File: config.mk
export PLATFORM = sky130hd
export DESIGN_NAME = hsl_to_rgb_converter
export DESIGN_NICKNAME = d
export VERILOG_FILES = /design/src/hdl/h2r_pkg.sv /design/src/hdl/hsl_to_rgb_converter.sv
export SDC_FILE = /design/constraint.sdc
export NUM_CORES = 2
export LEC_CHECK = 0
export BUFFER_PORTS_ARGS = -buffer_cell sky130_fd_sc_hd__buf_2
export CORE_MARGIN = 2
export CORE_UTILIZATION = 45
export DETAILED_ROUTE_END_ITERATION = 10
export GPL_TIMING_DRIVEN = 0
export SETUP_SLACK_MARGIN = 0.05
export SLEW_MARGIN = 5
export SYNTH_ARGS = -nofsm -noshare
export SYNTH_HDL_FRONTEND = slang
export SYNTH_SLANG_ARGS = --single-unit
File: constraint.sdc
create_clock -name clock -period 6.75 [get_ports clock]
set_input_delay 1.0125 -clock clock [delete_from_list [all_inputs] [get_ports clock]]
set_output_delay 1.0125 -clock clock [all_outputs]
set_load 0.01 [all_outputs]
File: src/hdl/h2r_pkg.sv
package h2r_pkg;

   localparam logic [12:0] UNIT_FRAC  = 13'd4096;
   localparam logic [13:0] TWO_UNIT   = 14'd4096;
   localparam logic [14:0] HUE_SECTOR = 15'd3840;
   localparam logic [14:0] HUE_PERIOD = 15'd7680;
   localparam logic [14:0] HUE_FULL   = 15'd23040;
   localparam logic [11:0] SECTOR_K   = 12'd3840;
   localparam logic [9:0]  CHAN_MAX   = 10'd255;

   localparam int CHROMA_W = 25;
   localparam int PART_W   = 36;
   localparam int SUM_W    = 37;
   localparam int SCALE_W  = 42;

   typedef logic [2:0] sector_type;

   localparam sector_type SEC_RED_YEL = 3'd0;
   localparam sector_type SEC_YEL_GRN = 3'd1;
   localparam sector_type SEC_GRN_CYN = 3'd2;
   localparam sector_type SEC_CYN_BLU = 3'd3;
   localparam sector_type SEC_BLU_MAG = 3'd4;
   localparam sector_type SEC_MAG_RED = 3'd5;
   localparam sector_type SEC_NONE    = 3'd6;

   typedef enum logic [1:0] {
      PICK_ZERO,
      PICK_C,
      PICK_X
   } pick_type;

endpackage

File: src/hdl/hsl_to_rgb_converter.sv
// Channel   Handshake           Payload
// request   start / busy        req_hue[14:0], req_saturation[12:0], req_lightness[12:0]
// response  rsp_valid strobe    rsp_red[7:0], rsp_green[7:0], rsp_blue[7:0]
//
// Five register stages; one item per clock outside reset. An item taken with start
// moves through the stage registers in order and is strobed from the last. The stages
// are sector and hue fold, chroma multiply, second-factor multiply, channel sum,
// and scale with clamp.
// busy is high only during reset; the receiver takes every strobed result, so
// nothing stalls. Reset clears the valid bits only; payload registers are not reset.
module hsl_to_rgb_converter import h2r_pkg::*; (
   input  logic        clock,
   input  logic        reset,
   input  logic        start,
   output logic        busy,
   input  logic [14:0] req_hue,
   input  logic [12:0] req_saturation,
   input  logic [12:0] req_lightness,
   output logic        rsp_valid,
   output logic [7:0]  rsp_red,
   output logic [7:0]  rsp_green,
   output logic [7:0]  rsp_blue
);

   logic [4:0] valid_ff, valid_in;

   // stage 1
   logic [12:0] sat_c, lit_c, lit_dist, fac_in, fac_ff, sat_ff, lit1_ff;
   logic [13:0] twol;
   logic [14:0] hue_t;
   logic [12:0] tdist;
   logic [11:0] kx_in, kx1_ff, kx2_ff;
   sector_type  sec_in, sec1_ff, sec2_ff, sec3_ff;

   // stage 2
   logic [CHROMA_W-1:0] c24_in, c24_ff;
   logic [12:0]         lit2_ff;

   // stage 3
   logic [PART_W-1:0] xd_in, xd_ff, cd_in, cd_ff, md_in, md_ff;
   logic [25:0]       lfull, m2;

   // stage 4
   logic [SUM_W-1:0] nr_in, ng_in, nb_in, nr_ff, ng_ff, nb_ff;
   pick_type         pr, pg, pb;

   // stage 5
   logic [7:0] red_in, green_in, blue_in, red_ff, green_ff, blue_ff;

   assign busy = reset;

   always_comb begin
      sat_c = (req_saturation > UNIT_FRAC) ? UNIT_FRAC : req_saturation;
      lit_c = (req_lightness > UNIT_FRAC) ? UNIT_FRAC : req_lightness;
      twol  = {lit_c, 1'b0};
      lit_dist = (twol >= TWO_UNIT) ? 13'(twol - TWO_UNIT) : 13'(TWO_UNIT - twol);
      fac_in = UNIT_FRAC - lit_dist;

      if (req_hue >= 15'(4 * HUE_PERIOD)) begin
         hue_t = req_hue - 15'(4 * HUE_PERIOD);
      end else if (req_hue >= 15'(3 * HUE_PERIOD)) begin
         hue_t = req_hue - 15'(3 * HUE_PERIOD);
      end else if (req_hue >= 15'(2 * HUE_PERIOD)) begin
         hue_t = req_hue - 15'(2 * HUE_PERIOD);
      end else if (req_hue >= HUE_PERIOD) begin
         hue_t = req_hue - HUE_PERIOD;
      end else begin
         hue_t = req_hue;
      end
      tdist = (hue_t >= HUE_SECTOR) ? 13'(hue_t - HUE_SECTOR) : 13'(HUE_SECTOR - hue_t);
      kx_in = 12'(13'(SECTOR_K) - tdist);

      if (req_hue <= HUE_SECTOR) begin
         sec_in = SEC_RED_YEL;
      end else if (req_hue <= 15'(2 * HUE_SECTOR)) begin
         sec_in = SEC_YEL_GRN;
      end else if (req_hue <= 15'(3 * HUE_SECTOR)) begin
         sec_in = SEC_GRN_CYN;
      end else if (req_hue <= 15'(4 * HUE_SECTOR)) begin
         sec_in = SEC_CYN_BLU;
      end else if (req_hue <= 15'(5 * HUE_SECTOR)) begin
         sec_in = SEC_BLU_MAG;
      end else if (req_hue <= HUE_FULL) begin
         sec_in = SEC_MAG_RED;
      end else begin
         sec_in = SEC_NONE;
      end
   end

   assign c24_in = CHROMA_W'(fac_ff) * CHROMA_W'(sat_ff);

   always_comb begin
      xd_in = PART_W'(c24_ff) * PART_W'(kx2_ff);
      cd_in = (PART_W'(c24_ff) << 12) - (PART_W'(c24_ff) << 8);
      lfull = {lit2_ff, 13'd0};
      m2    = (lfull >= 26'(c24_ff)) ? (lfull - 26'(c24_ff)) : 26'd0;
      md_in = (PART_W'(m2) << 11) - (PART_W'(m2) << 7);
   end

   function automatic logic [PART_W-1:0] pick_part(input pick_type p,
                                                   input logic [PART_W-1:0] c,
                                                   input logic [PART_W-1:0] x);
      case (p)
         PICK_C:  pick_part = c;
         PICK_X:  pick_part = x;
         default: pick_part = '0;
      endcase
   endfunction

   always_comb begin
      unique case (sec3_ff)
         SEC_RED_YEL: begin pr = PICK_C;    pg = PICK_X;    pb = PICK_ZERO; end
         SEC_YEL_GRN: begin pr = PICK_X;    pg = PICK_C;    pb = PICK_ZERO; end
         SEC_GRN_CYN: begin pr = PICK_ZERO; pg = PICK_C;    pb = PICK_X;    end
         SEC_CYN_BLU: begin pr = PICK_ZERO; pg = PICK_X;    pb = PICK_C;    end
         SEC_BLU_MAG: begin pr = PICK_X;    pg = PICK_ZERO; pb = PICK_C;    end
         SEC_MAG_RED: begin pr = PICK_C;    pg = PICK_ZERO; pb = PICK_X;    end
         default:     begin pr = PICK_ZERO; pg = PICK_ZERO; pb = PICK_ZERO; end
      endcase
      nr_in = SUM_W'(md_ff) + SUM_W'(pick_part(pr, cd_ff, xd_ff));
      ng_in = SUM_W'(md_ff) + SUM_W'(pick_part(pg, cd_ff, xd_ff));
      nb_in = SUM_W'(md_ff) + SUM_W'(pick_part(pb, cd_ff, xd_ff));
   end

   // channel = floor(num * 17 / 2^32), clamp to 255
   function automatic logic [7:0] to_channel(input logic [SUM_W-1:0] num);
      logic [SCALE_W-1:0] prod;
      logic [9:0]         v;
      prod = (SCALE_W'(num) << 4) + SCALE_W'(num);
      v    = prod[SCALE_W-1:32];
      to_channel = (v > CHAN_MAX) ? 8'(CHAN_MAX) : v[7:0];
   endfunction

   always_comb begin
      red_in   = to_channel(nr_ff);
      green_in = to_channel(ng_ff);
      blue_in  = to_channel(nb_ff);
      valid_in = {valid_ff[3:0], start};
   end

   always_ff @(posedge clock) begin
      if (reset) begin
         valid_ff <= '0;
      end else begin
         valid_ff <= valid_in;
      end
   end

   always_ff @(posedge clock) begin
      fac_ff   <= fac_in;
      sat_ff   <= sat_c;
      lit1_ff  <= lit_c;
      kx1_ff   <= kx_in;
      sec1_ff  <= sec_in;

      c24_ff   <= c24_in;
      lit2_ff  <= lit1_ff;
      kx2_ff   <= kx1_ff;
      sec2_ff  <= sec1_ff;

      xd_ff    <= xd_in;
      cd_ff    <= cd_in;
      md_ff    <= md_in;
      sec3_ff  <= sec2_ff;

      nr_ff    <= nr_in;
      ng_ff    <= ng_in;
      nb_ff    <= nb_in;

      red_ff   <= red_in;
      green_ff <= green_in;
      blue_ff  <= blue_in;
   end

   assign rsp_valid = valid_ff[4];
   assign rsp_red   = red_ff;
   assign rsp_green = green_ff;
   assign rsp_blue  = blue_ff;

endmodule
==> impl_metrics.csv <==
group,metric,value,unit
drt,vias_per_cell,5.270,
logic_synthesis,synthCells,3826,
floorplanning,initial_core_util,0.4558,
setup_path,critical_path_class,"flop to flop",
sta,tightest_slew,922.5,ps
drt,wl_per_cell,17.39,um
setup_path,cp.required,7200,ps
clock_network,cts_hold_buf,0,
hold_path,min_path_type,"flop to flop",
drt,routed_wl,85.61,mm
placement,io_buffers,66,
setup_path,critPathArrivalTime,6920,ps
sta,finalHoldViolations,0,
cells_and_area,num-nets-final,4700,
floorplanning,die_h,276.3,um
cells_and_area,fillers,7055,
clock_network,cts-root-buf,"clkbuf_16",
global_routing,grt_pass1_wl,138.6,mm
drt,vias,25948,
floorplanning,rows,99,
floorplanning,dieWidth,276.3,um
sta,slew_headroom,0.3763,
drt,dr.first_iter.drc_count,1394,
sta,timing.fmax,154.6,MHz
global_routing,grt_pass1_vias,26388,
sta,finalSetupViolCount,0,
global_routing,grtUsageMet3,0.02037,
setup_path,regToRegStartpoint,"c24_ff[5]$_DFF_P_",
sta,slew_violations,0,
drt,drc,0,
logic_synthesis,async_reset_ff_frac,0,
floorplanning,dieArea,76350,um^2
floorplanning,pin_count,70,
floorplanning,core_area,73210,um^2
setup_path,reg2reg_depth,24,
global_routing,track_usage,0.2266,
global_routing,overflow,0,
hold_path,min_to,"kx2_ff[6]$_DFF_P_",
clock_network,cts.sinks,334,
drt,dr.pass1.iters,7,
placement,routabilityCongestion,0.9203,
logic_synthesis,yosysUniqueCellTypes,90,
global_routing,antenna_found_initial,3,
sta,skew,18.44,ps
global_routing,grt_use_met2,0.3860,
clock_network,cts_tree,"built",
logic_synthesis,synth_seq_area_share,0.2004,
placement,hpwl,71.29,mm
setup_path,ff2ff_setup_slack,280,ps
clock_network,htreeDepth,2,
run,cap_violations,0,
clock_network,clk_latency,570,ps
logic_synthesis,postSynthAreaPerCell,8.722,um^2
setup_path,crit_path_start_kind,"flop",
logic_synthesis,syn_nets,4590,
clock_network,clk_path_buf_depth,3,
logic_synthesis,synth-edff-count,0,
hold_path,worst_hold_startpoint,"kx1_ff[6]$_DFF_P_",
cells_and_area,n_antenna_cell,0,
sta,finalSetupTns,0,ps
logic_synthesis,ys_seq_elements,334,
sta,final.period_utilization,0.9583,
cells_and_area,drive_gt1_frac,0.06936,
logic_synthesis,netlist_area,33370,um^2
global_routing,grt.met1_usage,0.3077,
sta,rsz0062_at_grt,"yes",
global_routing,grt.busiest_layer,"met2",
setup_path,critPathMaxFanout,10,
sta,min_period,6469,ps
setup_path,cp-end-kind,"flop",
sta,timing.hold.ws,324.0,ps
outcome,status,"finished, final reports clean",
hold_path,holdPathStages,0,
logic_synthesis,synthFlopType,"dfxtp_1",
logic_synthesis,yosys_warnings,0,
cells_and_area,syn2layout_area_growth,9.872,%
global_routing,grt_max_degree,15,
clock_network,cts-buffers-inserted,39,
drt,drtAntennaViolNets,0,
setup_path,r2r-end,"xd_ff[34]$_DFF_P_",
clock_network,clk_pin_slew,60,ps
critical path, cell delays in order, from the launching register on:
cell       delay (ps)
dfxtp_2           390
clkbuf_8          190
buf_6             160
nand2_1            90
fa_1              500
fa_1              520
inv_1              50
ha_1              300
fa_1              540
inv_1              50
fa_1              570
inv_1              50
ha_1              340
o21a_1            120
o21ai_0           130
nand2b_1          100
a31o_2            280
a21oi_4           180
o2111ai_2         160
a21oi_2           250
o311a_1           230
o31ai_2           100
a221o_2           500
a311oi_4          320
xnor2_2           220
timing repair:
action / in CTS / in global routing
resized for setup: 57 / 109
endpoints found under the setup margin: 20 / 12
pin swaps: 3 / 7
buffers inserted: 2 / 2
layout make-up:
class                   count  area (um^2)  share of cell area
clock buffers              50         1087             0.02966
plain buffers             135        768.2             0.02095
clock inverters            20        344.1            0.009385
multi-input cells        2812        24150              0.6586
inverters                 544         2042             0.05569
repair buffers             70        360.3            0.009828
well taps                 959         1200             0.03273
flip-flops and latches    334         6715              0.1832
cell usage after synthesis, types with 7 or more instances:
library cell / n / area share
a2111oi_0: 8 / 0.0021
xnor2_1: 176 / 0.046
inv_1: 543 / 0.061
a22oi_1: 31 / 0.0070
a21oi_1: 186 / 0.028
a22o_1: 53 / 0.014
a311oi_1: 7 / 0.0018
a31oi_1: 29 / 0.0054
nand2_1: 432 / 0.049
nor2b_1: 61 / 0.011
o21bai_1: 25 / 0.0056
o21ai_0: 116 / 0.017
o2111ai_1: 7 / 0.0018
o31ai_1: 7 / 0.0016
fa_1: 331 / 0.20
nor3_1: 46 / 0.0069
a21o_1: 119 / 0.027
and3_1: 18 / 0.0034
nor4_1: 16 / 0.0030
nor2_1: 177 / 0.020
nand2b_1: 43 / 0.0081
ha_1: 389 / 0.15
dfxtp_1: 334 / 0.20
or3_1: 25 / 0.0047
nand4_1: 24 / 0.0045
o21a_1: 18 / 0.0040
and2_1: 183 / 0.034
xor2_1: 65 / 0.017
nand3_1: 52 / 0.0078
a211o_1: 11 / 0.0029
a21boi_0: 9 / 0.0020
clkbuf_8: 7 / 0.0029
clkbuf_1: 112 / 0.013
a41oi_1: 7 / 0.0018
o211ai_1: 12 / 0.0027
a211oi_1: 14 / 0.0031
routing by layer:
metal	share of wire	up-vias
met2	0.47	525
met5	0	-
met1	0.46	12453
met4	0.027	0
met3	0.043	116
li1	-	12854
placed cells by master (no fill, tap or decap), types with 12 or more instances in the layout:
cell type / netlist / final
a211oi_1: 14 / 14
a21o_1: 119 / 119
a21oi_1: 186 / 184
a22o_1: 53 / 53
a22oi_1: 31 / 31
a31oi_1: 29 / 29
and2_1: 183 / 183
and3_1: 18 / 18
buf_2: 6 / 71
clkbuf_1: 112 / 68
clkbuf_16: 0 / 39
clkbuf_2: 1 / 26
clkbuf_8: 7 / 15
dfxtp_1: 334 / 319
fa_1: 331 / 331
ha_1: 389 / 388
inv_1: 543 / 543
nand2_1: 432 / 432
nand2b_1: 43 / 43
nand3_1: 52 / 52
nand4_1: 24 / 24
nor2_1: 177 / 177
nor2b_1: 61 / 61
nor3_1: 46 / 46
nor4_1: 16 / 16
o211ai_1: 12 / 12
o21a_1: 18 / 18
o21ai_0: 116 / 114
o21bai_1: 25 / 25
or3_1: 25 / 25
xnor2_1: 176 / 174
xor2_1: 65 / 65
worst max-delay path by stage:
stage / from / end / slack (ps) / cells after the start
2_1_floorplan: c24_ff[3]$_DFF_P_ / xd_ff[34]$_DFF_P_ / 630 / 25
3_3_place_gp: c24_ff[3]$_DFF_P_ / xd_ff[33]$_DFF_P_ / -1240 / 23
5_1_grt: c24_ff[13]$_DFF_P_ / md_ff[34]$_DFF_P_ / 30 / 24
6_report: c24_ff[5]$_DFF_P_ / xd_ff[34]$_DFF_P_ / 280 / 24
4_1_cts: c24_ff[9]$_DFF_P_ / xd_ff[32]$_DFF_P_ / 70 / 20
3_5_place_dp: c24_ff[3]$_DFF_P_ / xd_ff[33]$_DFF_P_ / -1210 / 23
sequential cells by signal, indices dropped and copies added, names as in the netlist, 13 cells and up:
name and cells:
c24_ff 24, cd_ff 27, nr_ff 36, xd_ff 35
lit2_ff 13, sat_ff 13, nb_ff 36, lit1_ff 13
md_ff 28, ng_ff 36
cells by family after synthesis:
logic type / after synthesis / synth area share
mux: 6 / 0.001800
buf+inv: 680 / 0.07975
simple gates: 1126 / 0.1657
flops: 334 / 0.2004
xor+xnor: 241 / 0.06325
fa+ha+maj: 720 / 0.3444
compound gates: 719 / 0.1447
through the flow:
step,utilization,area [um^2],instances,worst slack [ps]
finish,0.5008,36660,4924,281.3
global route,0.5008,36660,4924,28.96
CTS,0.4983,36480,4923,65.43
detailed placement,0.4767,34900,4851,-1212
global placement,0.4767,34900,4851,-1238
floorplan,-,33370,3826,629.2
Power is not shown: default switching activity piles up to over one toggle a cycle in this logic, so the estimate is an artifact.
